<file path="config.mk">
export PLATFORM = sky130hd
export DESIGN_NAME = threshold_3x3_automaton_step
export DESIGN_NICKNAME = d
export VERILOG_FILES = /design/src/rtl/t3as_pkg.sv /design/src/rtl/t3as_cell.sv /design/src/rtl/t3as_window.sv /design/src/rtl/threshold_3x3_automaton_step.sv
export VERILOG_INCLUDE_DIRS = /design/src /design/src/rtl
export SDC_FILE = /design/constraint.sdc
export NUM_CORES = 1
export LEC_CHECK = 0
export BUFFER_PORTS_ARGS = -buffer_cell sky130_fd_sc_hd__buf_2
export CAP_MARGIN = 40
export CORE_MARGIN = 2
export CORE_UTILIZATION = 65
export DETAILED_ROUTE_END_ITERATION = 8
export PLACE_DENSITY = 0.89
export SLEW_MARGIN = 15
export SYNTH_ARGS = -nofsm -noshare
export SYNTH_HDL_FRONTEND = slang
export SYNTH_HIERARCHICAL = 1
export SYNTH_SLANG_ARGS = --single-unit
</file>
<file path="constraint.sdc">
create_clock -name clk -period 13.8 [get_ports clk]
set_clock_uncertainty 0.2 [all_clocks]
set_input_delay 0.69 -clock clk [delete_from_list [all_inputs] [get_ports clk]]
set_output_delay 0.69 -clock clk [all_outputs]
set_load 0.1 [all_outputs]
</file>
<file path="src/rtl/threshold_3x3_automaton_step_macros.svh">
// Assertion macros for the 3x3 threshold automaton block.
// Each check expands to a concurrent assertion in simulation and to nothing in synthesis.
`ifndef THRESHOLD_3X3_AUTOMATON_STEP_MACROS_SVH
`define THRESHOLD_3X3_AUTOMATON_STEP_MACROS_SVH

`ifndef SYNTHESIS
`define T3AS_ASSERT_IMPL(label, clock, reset, ante, cons) \
  label: assert property (@(posedge clock) disable iff (reset) (ante) |-> (cons)) \
    else $error("%m: check failed");
`define T3AS_ASSERT_NEXT(label, clock, reset, ante, cons) \
  label: assert property (@(posedge clock) disable iff (reset) (ante) |=> (cons)) \
    else $error("%m: check failed");
`else
`define T3AS_ASSERT_IMPL(label, clock, reset, ante, cons)
`define T3AS_ASSERT_NEXT(label, clock, reset, ante, cons)
`endif

`endif

</file>
<file path="src/rtl/t3as_pkg.sv">
// Shared constants, types and helpers for the 3x3 threshold automaton block.
// No dependencies; used by the column cells, the window and the top level.
package t3as_pkg;

  localparam int GRID_MAX = 32;
  localparam int COL_W    = $clog2(GRID_MAX);
  localparam int SIZE_W   = $clog2(GRID_MAX + 1);
  localparam int CFG_W    = 6;
  localparam int THR_W    = 4;
  localparam int SUM_W    = 4;

  localparam logic [CFG_W-1:0] GRID_SIZE_RESET = 6'd20;
  localparam logic [THR_W-1:0] THRESHOLD_RESET = 4'd5;

  // Configuration register indexes.
  localparam logic [0:0] REG_GRID_SIZE = 1'b0;
  localparam logic [0:0] REG_THRESHOLD = 1'b1;

  // Control broadcast from the top level to every column cell.
  typedef struct packed {
    logic advance;  // a beat is accepted this cycle
    logic restart;  // column counter is beyond a shrunken grid, column 0 is in use
    logic wrap;     // the column in use is the last of its row
    logic src;      // incoming source cell
  } ctrl_t;

  function automatic logic [SUM_W-1:0] ones3(input logic [2:0] v);
    ones3 = SUM_W'(v[0]) + SUM_W'(v[1]) + SUM_W'(v[2]);
  endfunction

endpackage

</file>
<file path="src/rtl/t3as_cell.sv">
// One column cell: holds the two stored rows of its column and the column token.
// Depends on t3as_pkg for the control struct.
module t3as_cell (
  input  logic             clk,
  input  logic             rst,
  input  t3as_pkg::ctrl_t  ctrl,
  input  logic             head,
  input  logic             sel_left,
  output logic             sel_out,
  input  logic [1:0]       rd_in,
  output logic [1:0]       rd_out
);

  logic token;
  logic upper;
  logic middle;
  logic sel;

  // A restart forces the first cell to be the one in use whatever the token says.
  assign sel     = ctrl.restart ? head : token;
  assign sel_out = sel;
  assign rd_out  = rd_in | (sel ? {upper, middle} : 2'b00);

  always_ff @(posedge clk) begin
    if (rst) begin
      token <= head;
    end else if (ctrl.advance) begin
      token <= ctrl.wrap ? head : sel_left;
    end
  end

  always_ff @(posedge clk) begin
    if (ctrl.advance && sel) begin
      upper  <= middle;
      middle <= ctrl.src;
    end
  end

endmodule

</file>
<file path="src/rtl/t3as_window.sv">
// Two-column window and nine-cell sum with the threshold compare.
// Depends on t3as_pkg for widths and the three-bit ones count.
module t3as_window (
  input  logic                         clk,
  input  logic                         rst,
  input  logic                         advance,
  input  logic [2:0]                   column,
  input  logic [t3as_pkg::THR_W-1:0]   threshold,
  output logic                         live
);

  logic [5:0]                 window;
  logic [t3as_pkg::SUM_W-1:0] sum;

  assign sum  = t3as_pkg::ones3(window[5:3]) + t3as_pkg::ones3(window[2:0])
              + t3as_pkg::ones3(column);
  assign live = sum > threshold;

  always_ff @(posedge clk) begin
    if (rst) begin
      window <= '0;
    end else if (advance) begin
      window <= {window[2:0], column};
    end
  end

endmodule

</file>
<file path="src/rtl/threshold_3x3_automaton_step.sv">
// Top level of the 3x3 threshold automaton step: counters, column cells, output register.
// Depends on t3as_pkg, t3as_cell, t3as_window and the assertion macro header.
//
// Source cells enter one per beat in raster order and the block takes one beat every
// clock cycle as long as results drain; a result held in the output register by a low
// out_ready stalls the input, border cells included. Each accepted cell at row and
// column two or more yields the interior cell one up and one left in the cycle after
// acceptance. The row stores are a chain of one cell per column with a one-hot
// token marking the column in use; the read path through that chain and the nine-cell
// sum set the clock period. Configuration takes effect on the next beat.
`include "threshold_3x3_automaton_step_macros.svh"

module threshold_3x3_automaton_step (
  input  logic                         clk,
  input  logic                         rst,
  input  logic                         cfg_write,
  input  logic [0:0]                   cfg_index,
  input  logic [t3as_pkg::CFG_W-1:0]   cfg_data,
  input  logic                         in_valid,
  output logic                         in_ready,
  input  logic                         cell_in,
  output logic                         out_valid,
  input  logic                         out_ready,
  output logic [t3as_pkg::COL_W-1:0]   out_row,
  output logic [t3as_pkg::COL_W-1:0]   out_column,
  output logic                         cell_out
);

  localparam int COL_W  = t3as_pkg::COL_W;
  localparam int SIZE_W = t3as_pkg::SIZE_W;
  localparam int GRID_MAX = t3as_pkg::GRID_MAX;

  logic [t3as_pkg::CFG_W-1:0] grid_size;
  logic [t3as_pkg::THR_W-1:0] threshold;
  logic [COL_W-1:0]           row_count;
  logic [COL_W-1:0]           column_count;

  logic [SIZE_W-1:0]   size_use;
  logic                col_restart;
  logic                row_restart;
  logic [COL_W-1:0]    col_eff;
  logic [COL_W-1:0]    row_eff;
  logic                col_last;
  logic                row_last;
  logic                emit;
  logic                in_accept;
  logic                new_cell;
  logic [2:0]          col_bits;
  t3as_pkg::ctrl_t     ctrl;
  logic [GRID_MAX:0]   sel_chain;
  logic [1:0]          rd_chain [GRID_MAX+1];
  logic [GRID_MAX-1:0] sel_vec;

  always_ff @(posedge clk) begin
    if (rst) begin
      grid_size <= t3as_pkg::GRID_SIZE_RESET;
      threshold <= t3as_pkg::THRESHOLD_RESET;
    end else if (cfg_write) begin
      case (cfg_index)
        t3as_pkg::REG_GRID_SIZE: grid_size <= cfg_data;
        t3as_pkg::REG_THRESHOLD: threshold <= cfg_data[t3as_pkg::THR_W-1:0];
        default: ;
      endcase
    end
  end

  always_comb begin
    if (grid_size < t3as_pkg::CFG_W'(3)) begin
      size_use = SIZE_W'(3);
    end else if (int'(grid_size) > GRID_MAX) begin
      size_use = SIZE_W'(GRID_MAX);
    end else begin
      size_use = SIZE_W'(grid_size);
    end
  end

  // Counters left beyond a grid that has just shrunk start over at zero.
  assign col_restart = SIZE_W'(column_count) >= size_use;
  assign row_restart = SIZE_W'(row_count) >= size_use;
  assign col_eff     = col_restart ? '0 : column_count;
  assign row_eff     = row_restart ? '0 : row_count;
  assign col_last    = (SIZE_W'(col_eff) + SIZE_W'(1)) >= size_use;
  assign row_last    = (SIZE_W'(row_eff) + SIZE_W'(1)) >= size_use;
  assign emit        = (row_eff >= COL_W'(2)) && (col_eff >= COL_W'(2));

  assign in_ready  = !out_valid || out_ready;
  assign in_accept = in_valid && in_ready;

  always_ff @(posedge clk) begin
    if (rst) begin
      row_count    <= '0;
      column_count <= '0;
    end else if (in_accept) begin
      if (col_last) begin
        column_count <= '0;
        row_count    <= row_last ? '0 : row_eff + COL_W'(1);
      end else begin
        column_count <= col_eff + COL_W'(1);
        row_count    <= row_eff;
      end
    end
  end

  assign ctrl.advance = in_accept;
  assign ctrl.restart = col_restart;
  assign ctrl.wrap    = col_last;
  assign ctrl.src     = cell_in;

  assign sel_chain[0] = 1'b0;
  assign rd_chain[0]  = 2'b00;

  for (genvar i = 0; i < GRID_MAX; i++) begin : g_cell
    t3as_cell u_cell (
      .clk      (clk),
      .rst      (rst),
      .ctrl     (ctrl),
      .head     (i == 0),
      .sel_left (sel_chain[i]),
      .sel_out  (sel_chain[i+1]),
      .rd_in    (rd_chain[i]),
      .rd_out   (rd_chain[i+1])
    );
  end

  assign sel_vec  = sel_chain[GRID_MAX:1];
  // Column tuple: row r-2 on top, then row r-1, then the incoming cell.
  assign col_bits = {rd_chain[GRID_MAX], cell_in};

  t3as_window u_window (
    .clk       (clk),
    .rst       (rst),
    .advance   (in_accept),
    .column    (col_bits),
    .threshold (threshold),
    .live      (new_cell)
  );

  always_ff @(posedge clk) begin
    if (rst) begin
      out_valid <= 1'b0;
    end else if (in_accept && emit) begin
      out_valid <= 1'b1;
    end else if (out_ready) begin
      out_valid <= 1'b0;
    end
  end

  always_ff @(posedge clk) begin
    if (in_accept && emit) begin
      out_row    <= row_eff - COL_W'(1);
      out_column <= col_eff - COL_W'(1);
      cell_out   <= new_cell;
    end
  end

  `T3AS_ASSERT_IMPL(a_one_column_selected, clk, rst, 1'b1, $onehot(sel_vec))
  `T3AS_ASSERT_IMPL(a_token_tracks_column, clk, rst, 1'b1, sel_vec[col_eff])
  `T3AS_ASSERT_NEXT(a_border_gives_no_beat, clk, rst, in_accept && !emit && !out_valid, !out_valid)
  `T3AS_ASSERT_IMPL(a_result_is_interior, clk, rst, out_valid, (out_row != '0) && (out_column != '0))

endmodule
</file>
### Word-level counts from Yosys, hierarchy flattened

Cells that the tools add are included.

| storage, ports and cells | value |
|---|---|
| flip-flop bits (word level) | 134 |

| operators by class | value |
|---|---|
| add/subtract/negate cells | 14 |
| $lt $le $gt $ge | 9 |
| mux-type cells | 105 |
| bitwise operators | 32 |
| reduce and logical (&&, ||, !) cells | 40 |

Operators with widths:

| kind | count |
|---|---|
| 2-to-1 mux 1 bit | 66 |
| 2-to-1 mux 2 bit | 32 |
| OR 2 bit | 31 |
| logical AND 1 bit | 35 |
| 2-to-1 mux 5 bit | 5 |
| adder 4 x 1 -> 4 bit | 3 |
| adder 5 x 1 -> 6 bit (second input constant) | 2 |
| greater-or-equal comparator 5 x 6 -> 1 bit | 2 |
| greater-or-equal comparator 6 bit | 2 |
| 2-to-1 mux 6 bit | 2 |
| adder 5 x 1 -> 5 bit (second input constant) | 2 |
| greater-or-equal comparator 5 x 2 -> 1 bit (second input constant) | 2 |
| subtractor 5 x 1 -> 5 bit (second input constant) | 2 |
| adder 4 bit | 2 |
| adder 1 x 1 -> 2 bit | 3 |
| > comparator 6 bit (second input constant) | 1 |
| less-than comparator 6 x 2 -> 1 bit (second input constant) | 1 |
| > comparator 4 bit | 1 |
| AND reduction 2 bit | 2 |
| nonzero test 2 bit | 1 |
| logical NOT 1 bit | 1 |
| logical OR 1 bit | 1 |
| inverter 1 bit | 1 |

### Depth between registers and ports, before layout

| logic depth | value |
|---|---|
| depth in word-level cells | 41 |
| depth in mapped cells | 53 |

### Hierarchy

Netlist, hierarchy kept.

By module, submodules not included:

| module | instances | cells an instance | area each (µm²) | seq. area each (µm²) |
|---|---|---|---|---|
| t3as_cell | 32 | 10 | 147.6 | 90.1 |
| threshold_3x3_automaton_step | 1 | 252 | 2,153.3 | 750.7 |
| t3as_window | 1 | 57 | 551.8 | 120.1 |

### Worst setup path before layout

OpenSTA, ideal clock, no wires.

| timing | value |
|---|---|
| path type | register to register |
| start point | register grid_size[2] (netlist bit) |
| end point | register cell_out (data pin) |
| library setup time | 0.261 ns |
| data arrival time | 9.051 ns |
| required time | 13.339 ns |
| setup slack | 4.288 ns |
| stages on the path, launching flop included | 54 |
| path buffers | 0 |
| clock period less this slack | 9.512 ns |
| cell sequence | dfxtp_1 > nor3_1 > nor2_1 > nor2_1 > ha_1 > nor3b_2 > o211ai_2 > nand2_4 > inv_4 > mux2_4 > a21o_1 > a21o_1 > a21o_1 > a21o_1 > a21o_1 > a21o_1 > a21o_1 > a21o_1 > [18 not listed] > a21o_1 > a21o_1 > a21o_1 > a21o_1 > a21o_1 > a21o_1 > inv_1 > fa_1 > fa_1 > inv_1 > fa_1 > inv_1 > fa_1 > inv_1 > ha_1 > nor2b_1 > o211ai_1 > a21oi_1 |

RTL lines:

| element | line | source |
|---|---|---|
| start, declared | threshold_3x3_automaton_step.sv:33 | `logic [t3as_pkg::CFG_W-1:0] grid_size;` |
| start signal, assigned | threshold_3x3_automaton_step.sv:56 | `grid_size <= t3as_pkg::GRID_SIZE_RESET;` |
| start signal, assigned | threshold_3x3_automaton_step.sv:60 | `t3as_pkg::REG_GRID_SIZE: grid_size <= cfg_data;` |
| end signal, assigned | threshold_3x3_automaton_step.sv:152 | `cell_out <= new_cell;` |
| end, declared | threshold_3x3_automaton_step.sv:26 | `output logic cell_out` |

==> results.json <==
{
  "syn-cell-area_mm2": 0.00743,
  "drive_above_1_share_pct": 22.2,
  "post-route-util_pct": 76.5,
  "fin_nets": 791,
  "busiest_layer": "met2",
  "path_clk_slew_ns": 0.06,
  "cts_resized": 0,
  "grt_pass1_wl_mm": 24.6,
  "cts_sinks": 134,
  "slew_violations": 0,
  "slowest_delay_ns": 0.56,
  "gr-usage-met3_pct": 6.67,
  "design.die.area_mm2": 0.0123,
  "crit_fanout": 38,
  "rsz0062_at_grt": "false",
  "slowest_stage": "fa_1",
  "hold-worst-slack_ns": 0.252,
  "ant_nets": 0,
  "place_inst": 859,
  "grt_use_met1_pct": 28.9,
  "final_cell_mix": "edfxtp_1, a21o_1, conb_1, nor2_1, nand2_1",
  "netlist_instances": 629,
  "status": "complete, no violations",
  "power.share.sequential_pct": 43.4,
  "finalHoldViolations": 0,
  "synthFlopType": "edfxtp_1",
  "cts_tree": "yes",
  "min_period_ns": 10.49,
  "slew_headroom_pct": 43.9,
  "hpwl_mm": 9.79,
  "via_per_inst": 5.68,
  "die_w_um": 111,
  "insertion_delay_ns": 0.42,
  "place_congestion": 0.917,
  "mostFrequentLayoutCell": "edfxtp_1",
  "startpoint_type": "register",
  "ys_top_cells_by_area": "edfxtp_1, dfxtp_1, a21o_1, mux2_4, ha_1",
  "crit_required_ns": 13.76,
  "clock_path_buffers": 2,
  "worst_path_most_repeated_cell": "a21o_1",
  "yosysUniqueCellTypes": 53,
  "gr-usage-met2_pct": 45.5,
  "areaGrowthSynthToFinish_pct": 16.1,
  "critical_path_class": "register to register",
  "synth_area_leader_cell": "edfxtp_1",
  "critPathArrivalTime_ns": 10.45,
  "grt_pass1_vias": 5357,
  "avgSynthCellArea_um2": 11.8,
  "cts_made_buffers": 17,
  "portBuffers": 25,
  "totalWireLength_mm": 14.7,
  "antenna_found_initial": 0,
  "setup-tns-final_ns": 0,
  "start_util_pct": 65.9,
  "grt-ovfl-total": 0,
  "track_usage_pct": 25.5,
  "rows": 39,
  "pre_cts_ws_ns": 3.45,
  "async_reset_ff_share_pct": 0,
  "clockPowerShare_pct": 43.5,
  "avgRoutedWirePerCell_um": 16.5,
  "critPathBufInv": 5,
  "io_pins": 26,
  "grt_max_degree": 95,
  "timing.fmax_mhz": 95.3,
  "synth_top_cell_area_share_pct": 43.2,
  "drt_iter0_drc": 424,
  "multi_input_area_mm2": 0.00375,
  "yosysWarnings": 6,
  "maxCapViolCount": 0,
  "drtPass1Iterations": 4,
  "p_comb_share_pct": 13.1,
  "period_share_pct": 76.1,
  "fp.dieH_um": 111,
  "fin_ws_ns": 3.31,
  "regArea_mm2": 0.00375,
  "hold_path_class": "register to register",
  "intPower_mw": 0.858,
  "power_mw": 1.12,
  "cts-root-buf": "clkbuf_16",
  "p_leak_nw": 3.56,
  "endpoint_kind": "register",
  "peakVddDrop_uv": 122,
  "setup_viol": 0,
  "h-tree-depth": 4,
  "synth_edf_count": 107,
  "diodes": 0,
  "num_vias": 5058,
  "coreArea_mm2": 0.0113,
  "instances_no_fill": 891,
  "ys_seq_area_share_pct": 50.5,
  "post-cts-setup-buffers": 0,
  "dpl_cell_area_mm2": 0.00797,
  "sw_frac_of_total_pct": 23.3,
  "powerDensity_mw_per_mm2": 130,
  "ys_ff_latch": 134,
  "ctsHoldBuffers": 0,
  "path_delay_family": "compound AO/OA/AOI/OAI gates",
  "final_cell_area_mm2": 0.00862,
  "p_sw_mw": 0.260,
  "fillers": 713,
  "drc_errors": 0,
  "worst_pin_slew_ns": 0.841
}
-- flip-flops by register name (all words and copies together) (netlist names), 4 cells and up --
signal / cells
u_window/window: 6
out_row: 5
grid_size: 6
threshold: 4
row_count: 5
g_cell.u_cell/middle: 32
g_cell.u_cell/token: 32
g_cell.u_cell/upper: 32
out_column: 5
column_count: 5
-- cell type report --
type	instances	area share [%]
repair buffers	28	1.71
multi-input cells	518	43.5
clock buffers	23	6.41
clock inverters	9	1.22
flip-flops and latches	134	43.5
inverters	36	1.60
well taps	143	2.07
-- per-layer routing --
metal | vias to the layer above | wire length [um]
li1 | 2435 | -
met1 | 2472 | 6090
met2 | 114 | 7620
met3 | 37 | 603
met4 | 0 | 395
met5 | - | 0
-- cell usage after synthesis, drive strengths merged (5+ instances only) --
| cell type | instances |
|---|---|
| edfxtp | 107 |
| a21o | 68 |
| mux2 | 64 |
| nor2 | 52 |
| nand2 | 45 |
| ha | 38 |
| inv | 36 |
| and2 | 34 |
| or2 | 32 |
| dfxtp | 27 |
| a21oi | 17 |
| nand3 | 13 |
| o211ai | 9 |
| nor3 | 8 |
| o21ai | 7 |
| xnor2 | 7 |
| mux2i | 6 |
| nand2b | 6 |
| fa | 5 |
-- logic make-up after synthesis --
kind of cell,Yosys count,synth area share (%)
buffers and inverters,42,2.31
xor gates and xnor gates,8,0.943
DFF,134,50.5
other,2,0.101
and+or+nand+nor,210,14.6
adders and majority gates,43,7.75
AOI/OAI and AO/OA,120,11.7
muxes,70,12.1
-- path summary, 6_finish.rpt --
check	depth (start not counted)	slack, ns	end	start
hold reg to reg	0	0.25	g_cell[3].u_cell/upper	g_cell[3].u_cell/middle
setup reg to reg	52	3.31	cell_out	grid_size[4]
setup / recovery	52	3.31	cell_out	grid_size[4]
hold / removal	0	0.25	g_cell[3].u_cell/upper	g_cell[3].u_cell/middle
-- power by group through the flow --
stage,combinational [mW],clock (mW),sequential [mW]
5_1_grt,0.162,0.511,0.488
2_1_floorplan,0.109,0,0.488
3_5_place_dp,0.143,0,0.494
4_1_cts,0.145,0.492,0.486
6_report,0.146,0.487,0.485
3_3_place_gp,0.132,0,0.491
Power figures use the tool's default switching activity.
